## src/hdl/pct_pkg.sv

```systemverilog
package pct_pkg;

   localparam int COORD_WIDTH_DEF = 24;
   localparam int NUM_EDGES = 4;
   localparam int NUM_TURNS = 3;
   localparam logic [1:0] VCOUNT_SAT = 2'd3;

   typedef enum logic [1:0] {
      TURN_IN   = 2'd0,
      TURN_LAST = 2'd1,
      TURN_WRAP = 2'd2
   } turn_idx_type;

   typedef struct packed {
      logic turn_in;
      logic turn_wrap;
      logic last;
   } pct_ctl_type;

   typedef struct packed {
      logic nonzero;
      logic negative;
   } pct_sign_type;

   typedef struct packed {
      logic seen_negative;
      logic seen_positive;
      logic cw;
      logic decided;
   } pct_flags_type;

   function automatic pct_flags_type apply_turn(pct_flags_type f, pct_sign_type s);
      pct_flags_type r;
      r = f;
      if (!f.decided) begin
         if (s.nonzero && s.negative) begin
            r.seen_negative = 1'b1;
            r.cw = 1'b1;
         end else if (s.nonzero) begin
            r.seen_positive = 1'b1;
            r.cw = 1'b0;
         end
         r.decided = r.seen_negative && r.seen_positive;
      end
      return r;
   endfunction

endpackage

```

## src/hdl/pct_front.sv

```systemverilog
module pct_front #(
   parameter int COORD_WIDTH = pct_pkg::COORD_WIDTH_DEF
) (
   input  logic                          clock,
   input  logic                          reset,
   input  logic                          req_valid,
   output logic                          req_ready,
   input  logic signed [COORD_WIDTH-1:0] req_vertex_x,
   input  logic signed [COORD_WIDTH-1:0] req_vertex_y,
   input  logic                          req_last_vertex,
   input  logic                          dn_ready,
   output logic                          dn_valid,
   output pct_pkg::pct_ctl_type          dn_ctl,
   output logic signed [COORD_WIDTH:0]   dn_dx [pct_pkg::NUM_EDGES],
   output logic signed [COORD_WIDTH:0]   dn_dy [pct_pkg::NUM_EDGES]
);
   import pct_pkg::*;

   localparam int DW = COORD_WIDTH + 1;

   logic signed [COORD_WIDTH-1:0] first_x_ff, first_y_ff, second_x_ff, second_y_ff;
   logic signed [COORD_WIDTH-1:0] older_x_ff, older_y_ff, prior_x_ff, prior_y_ff;
   logic [1:0]                    vcount_ff;
   logic                          valid_ff;
   pct_ctl_type                   ctl_ff, ctl_in;
   logic signed [DW-1:0]          dx_ff [NUM_EDGES];
   logic signed [DW-1:0]          dy_ff [NUM_EDGES];
   logic signed [DW-1:0]          dx_in [NUM_EDGES];
   logic signed [DW-1:0]          dy_in [NUM_EDGES];
   logic                          accept;
   logic                          have_two;

   assign req_ready = !valid_ff || dn_ready;
   assign accept    = req_valid && req_ready;
   assign have_two  = vcount_ff[1];

   // Edge 0 enters the previous vertex, edge 1 enters the new vertex, edge 2 closes
   // back to vertex 0, and edge 3 leaves vertex 0.
   always_comb begin
      dx_in[0] = {prior_x_ff[COORD_WIDTH-1], prior_x_ff} - {older_x_ff[COORD_WIDTH-1], older_x_ff};
      dy_in[0] = {prior_y_ff[COORD_WIDTH-1], prior_y_ff} - {older_y_ff[COORD_WIDTH-1], older_y_ff};
      dx_in[1] = {req_vertex_x[COORD_WIDTH-1], req_vertex_x} - {prior_x_ff[COORD_WIDTH-1], prior_x_ff};
      dy_in[1] = {req_vertex_y[COORD_WIDTH-1], req_vertex_y} - {prior_y_ff[COORD_WIDTH-1], prior_y_ff};
      dx_in[2] = {first_x_ff[COORD_WIDTH-1], first_x_ff} - {req_vertex_x[COORD_WIDTH-1], req_vertex_x};
      dy_in[2] = {first_y_ff[COORD_WIDTH-1], first_y_ff} - {req_vertex_y[COORD_WIDTH-1], req_vertex_y};
      dx_in[3] = {second_x_ff[COORD_WIDTH-1], second_x_ff} - {first_x_ff[COORD_WIDTH-1], first_x_ff};
      dy_in[3] = {second_y_ff[COORD_WIDTH-1], second_y_ff} - {first_y_ff[COORD_WIDTH-1], first_y_ff};
      ctl_in.turn_in   = have_two;
      ctl_in.turn_wrap = have_two && req_last_vertex;
      ctl_in.last      = req_last_vertex;
   end

   always_ff @(posedge clock) begin
      if (reset) begin
         valid_ff    <= 1'b0;
         vcount_ff   <= 2'd0;
         first_x_ff  <= '0;
         first_y_ff  <= '0;
         second_x_ff <= '0;
         second_y_ff <= '0;
         older_x_ff  <= '0;
         older_y_ff  <= '0;
         prior_x_ff  <= '0;
         prior_y_ff  <= '0;
      end else begin
         if (accept) begin
            valid_ff <= 1'b1;
         end else if (dn_ready) begin
            valid_ff <= 1'b0;
         end
         if (accept) begin
            if (req_last_vertex) begin
               vcount_ff <= 2'd0;
            end else begin
               if (vcount_ff == 2'd0) begin
                  first_x_ff <= req_vertex_x;
                  first_y_ff <= req_vertex_y;
               end else if (vcount_ff == 2'd1) begin
                  second_x_ff <= req_vertex_x;
                  second_y_ff <= req_vertex_y;
               end
               older_x_ff <= prior_x_ff;
               older_y_ff <= prior_y_ff;
               prior_x_ff <= req_vertex_x;
               prior_y_ff <= req_vertex_y;
               if (vcount_ff != VCOUNT_SAT) begin
                  vcount_ff <= vcount_ff + 2'd1;
               end
            end
         end
      end
   end

   always_ff @(posedge clock) begin
      if (accept) begin
         ctl_ff <= ctl_in;
         dx_ff  <= dx_in;
         dy_ff  <= dy_in;
      end
   end

   assign dn_valid = valid_ff;
   assign dn_ctl   = ctl_ff;
   assign dn_dx    = dx_ff;
   assign dn_dy    = dy_ff;

endmodule

```

## config.mk

```make
export PLATFORM = sky130hd
export DESIGN_NAME = pct_front
export DESIGN_NICKNAME = d
export VERILOG_FILES = /design/src/hdl/pct_pkg.sv /design/src/hdl/pct_front.sv
export SDC_FILE = /design/constraint.sdc
export NUM_CORES = 1
export LEC_CHECK = 0
export ABC_CLOCK_PERIOD_IN_PS = 11600
export BUFFER_PORTS_ARGS = -buffer_cell sky130_fd_sc_hd__buf_2
export CORE_MARGIN = 1.5
export CORE_UTILIZATION = 40
export DETAILED_ROUTE_END_ITERATION = 16
export HOLD_SLACK_MARGIN = 0.05
export SLEW_MARGIN = 20
export SYNTH_ARGS = -nofsm -noshare
export SYNTH_HDL_FRONTEND = slang
export SYNTH_SLANG_ARGS = --single-unit
```

## constraint.sdc

```tcl
create_clock -name clock -period 11.6 [get_ports clock]
set_input_delay 0.58 -clock clock [delete_from_list [all_inputs] [get_ports clock]]
set_output_delay 0.58 -clock clock [all_outputs]
set_load 0.02 [all_outputs]
```

* Word level (Yosys, flattened, before mapping)
Index checks and enable logic that the tools add are counted.
** Cells by class
- Bitwise logic cells :: 2
- Reductions and logical operators :: 11
- Multiplexer cells :: 4
- Add/sub/neg operators :: 9
- Equality and inequality tests :: 2
** Operator list (number)
- $sub A24 B24 Y25 :: 8
- $mux W2 :: 2
- $reduce_and A2 Y1 :: 2
- $reduce_and A4 Y1 :: 1
- $reduce_bool A2 Y1 :: 2
- $reduce_and A3 Y1 :: 1
- $add A2 B1 Y2 const B :: 1
- $eq A2 B1 Y1 const B :: 1
- $logic_and A1 B1 Y1 :: 2
- $logic_not A2 Y1 :: 1
- $mux W1 :: 2
- $ne A2 B2 Y1 const B :: 1
- $not A1 Y1 :: 2
- $logic_not A1 Y1 :: 1
- $logic_or A1 B1 Y1 :: 1
** Storage, ports and cells
- Input bits :: 53
- Output and inout port bits :: 205
- Word-level logic and storage cells :: 49
- Bits in registers :: 398

* Depth between registers and ports, before layout
- Word-level depth :: 4
- Depth in mapped cells :: 11
- Depth with buffers taken out :: 11

* Worst setup path after synthesis
Ideal clock, no wire load.
- Kind :: input port to flip-flop
- Start :: input dn_ready
- End :: register first_x_ff[0]
- Setup slack :: 4.401 ns
- Arrival :: 7.128 ns
- Stages on the path :: 9
- Path buffers :: 3
- Library setup time :: 0.070 ns
- Data required time :: 11.530 ns
- Cells stage by stage :: nand2b_1 -> and2_1 -> nor2b_1 -> clkbuf_1 -> and2_1 -> clkbuf_1 -> buf_1 -> nand2_1 -> a21oi_1
** On the way
- Longest elaborated chain between the ends :: 3
** Ends and longest elaborated chain
- start, declared :: RTL line pct_front.sv:11 : input logic dn_ready,
- $logic_or A1 B1 Y1 :: RTL line pct_front.sv:33 : assign req_ready = !valid_ff || dn_ready;
- $logic_and A1 B1 Y1 :: RTL line pct_front.sv:34 : assign accept = req_valid && req_ready;
- named net accept :: RTL line pct_front.sv:30 : logic accept;
- $reduce_and A3 Y1 (no line)
- end signal, assigned :: RTL line pct_front.sv:76 : first_x_ff <= req_vertex_x;
- end, declared :: RTL line pct_front.sv:21 : logic signed [COORD_WIDTH-1:0] first_x_ff, first_y_ff, second_x_ff, second_y_ff;
The timed path passes the listed nets, and every way through them passes these cells.
A chain may end at the register's enable or synchronous reset.

==> results.cfg <==
[run_status]
result_of_the_run = complete, no violations

[drt]
dr_total_vias = 18800
ant_nets = 0
routed_via_density = 5.22
wl_per_cell_microns = 17.6
drt-total-wl_mm = 63.1
dr.first_iter.drc_count = 1180
number_of_detailed_routing_iterations_run_before_antenna_repair = 6
remaining_drc_errors = 0

[critical_path]
cp_data_arrival_time_ps = 3980
worstPathMaxFanout = 4
worstSetupStartpoint = first_x_ff[1]
timing.critical_path.from_type = flip-flop
worst-setup-path-type = reg -> reg
critical_path_required_ps = 12000
worst_r2r_startpoint = first_x_ff[1]
worst_setup_path_end_kind = flip-flop

[placement]
routabilityCongestion = 0.905
detailed_place.area_sq_um = 24800
port-buffer-count = 257
dp.final_hpwl_mm = 46.5
pre_cts_ws_ps = 7750
placed_cells_incl_taps = 3504

[yosys]
number_of_flip_flops_and_latches_in_the_synthesized_netlist = 398
synth_async_sr_flop_share = 0
yosysMostFrequentCell = nand2_1
synth_seq_area_share = 0.438
synth_warnings = 0
postSynthCellCount = 2568
synth_area_leader_cell = edfxtp_1
syn_area_per_cell_sq_um = 8.89
number_of_distinct_standard_cells_referenced_by_the_synthesized_netlist = 68
synth_fp_nets = 2824
post_synth_main_area_contributors = edfxtp_1 27%, dfxtp_1 17%, ha_1 11%
synth.cells.most_frequent = 466 x nand2_1, 357 x a21oi_1, 247 x inv_1
synth-edff-count = 203
synth_flop_cell = edfxtp_1
synth.cell_area_sq_um = 22800
synth_largest_type_area_fraction = 0.267

[clock_tree]
max_buffers_root_to_sink = 3
clk_pin_slew_ps = 60
cts_hold_buffers = 0
cts_made_buffers = 46
cts_setup_buffers = 0
cts_tree = yes
post_cts.resized_instances = 0
ctsHtreeMaxLevel = 2
clock_sinks = 398
insertion_delay_ps = 580
clock_tree_root = clkbuf_16

[job]
max_cap_violations = 0

[global_routing]
antenna_found_initial = 0
gr-usage-all-layers = 0.210
first_pass_grt_wire_length_mm = 97.8
via_count_of_the_first_global_routing_pass = 17800
grt_max_degree = 129
gr-total-overflow = 0

[timing]
period_share = 0.309
worst_slew_pin_slew_ps = 1140
timing.fmax_ghz = 0.279
setup_viol = 0
final.setup_skew_ps = 15.5
grt_setup_unrepaired = no
period_needed_ps = 3580
maxSlewViolCount = 0
worst_hold_slack_ps = 238
setup-tns-final_ps = 0
post-route-worst-setup-slack_ps = 8020
slew_headroom = 0.232
hold_viol = 0

[finish]
syn_to_final_growth_pct = 15.6
fillerInstances = 5540
final_core_utilization = 0.468
post_route_cells_drive_above_1_share = 0.127
finalNetCount = 3054
final-seq-area_sq_um = 10000
multiInputGateArea_sq_um = 11600
final_non_filler_cell_total = 3593
postLayoutCellArea_sq_um = 26400

[floorplanning]
ios = 258
die_area_sq_um = 58500
floorplan.die.width_microns = 242
die_height_microns = 242
cell_rows = 87
floorplan.initialDensity = 0.405
placeableCoreArea_sq_um = 56400

[power]
peakVddDrop_uv = 102
power_density_nw_per_um2 = 153
finalPower_mw = 4.04
p_leak_nw = 11.0

[min_path]
min_path_type = in -> reg
holdCritStartpoint = req_valid
kinds of logic after synthesis:
logic type,Yosys count,synth area share
simple gates,768,0.146
compound gates,715,0.189
flops,398,0.438
fa+ha+maj,203,0.114
buf+inv,333,0.0548
xor+xnor,151,0.0579
routing by layer:
metal	global-route usage	share of wire	up-vias
met5	0	0	-
met4	0.0458	0.017	0
met3	0.0360	0.054	67
met2	0.336	0.45	450
met1	0.296	0.48	8872
li1	-	-	9371
placed cells by master, fill, tap and decap left out, types with 5 or more instances in the layout:
master	netlist	routed
fa_1	8	8
buf_4	0	8
o31ai_1	7	7
a2111oi_0	5	5
nor2_1	111	111
or3_1	7	7
and3_1	20	20
a311oi_1	7	7
nand2b_1	24	23
o21bai_1	13	13
nor2b_1	44	43
xnor2_1	100	100
clkbuf_16	0	49
o211ai_1	10	10
ha_1	195	195
o31a_1	8	8
nand4_1	19	19
a211o_1	6	6
clkbuf_1	77	12
xor2_1	51	51
or2_2	7	7
edfxtp_1	203	203
a31oi_1	13	13
nand3_1	25	25
nand2_1	466	466
a21boi_0	6	6
o311ai_0	5	5
dfxtp_1	195	195
nor3_1	21	21
and2_1	7	5
clkinv_2	0	13
inv_1	247	247
buf_2	0	256
o21ai_0	104	104
o21a_1	31	31
a211oi_1	12	12
a21o_1	86	86
a21oi_1	357	357
path summary, 6_finish.rpt:
| check | slack [ps] | depth (start not counted) | end |
|---|---|---|---|
| worst max-delay path | 8020 | 10 | dn_dx[23] |
| worst min-delay path | 240 | 3 | dn_valid |
| worst max register to register | 8020 | 10 | dn_dx[23] |
| worst min register to register | 450 | 2 | older_y_ff[2] |
area by class of cell:
type / instances / area share
Tap cell: 756 / 0.0358
Inverter: 247 / 0.0351
Timing Repair Buffer: 268 / 0.0538
Clock inverter: 22 / 0.00706
Clock buffer: 64 / 0.0497
Sequential cell: 398 / 0.379
Multi-Input combinational cell: 1837 / 0.440
Antenna cell: 1 / 0.0000948
critical path, cell delays in order (launching register included):
cell and delay (ps):
dfxtp_1 430, inv_1 120, ha_1 280, nor2b_1 120, o21a_1 210, o21ai_0 130
and3_1 230, o41ai_1 980, nand4_1 330, a2111o_1 450, o211ai_1 120
registers in the layout, summed over array words and instances (netlist names):
name	count
dn_dx	100
dn_dy	100
first_x_ff	24
first_y_ff	24
older_x_ff	24
older_y_ff	24
prior_x_ff	24
prior_y_ff	24
second_x_ff	24
second_y_ff	24
dn_ctl	3
vcount_ff	2
dn_valid	1
power by group:
part           total, mW  internal (mW)  switching, mW
clock network       1.45          0.856          0.592
logic              0.898          0.327          0.571
registers           1.69           1.64         0.0496
total               4.04           2.82           1.21
Note: power is estimated with default switching activity, not from simulation.
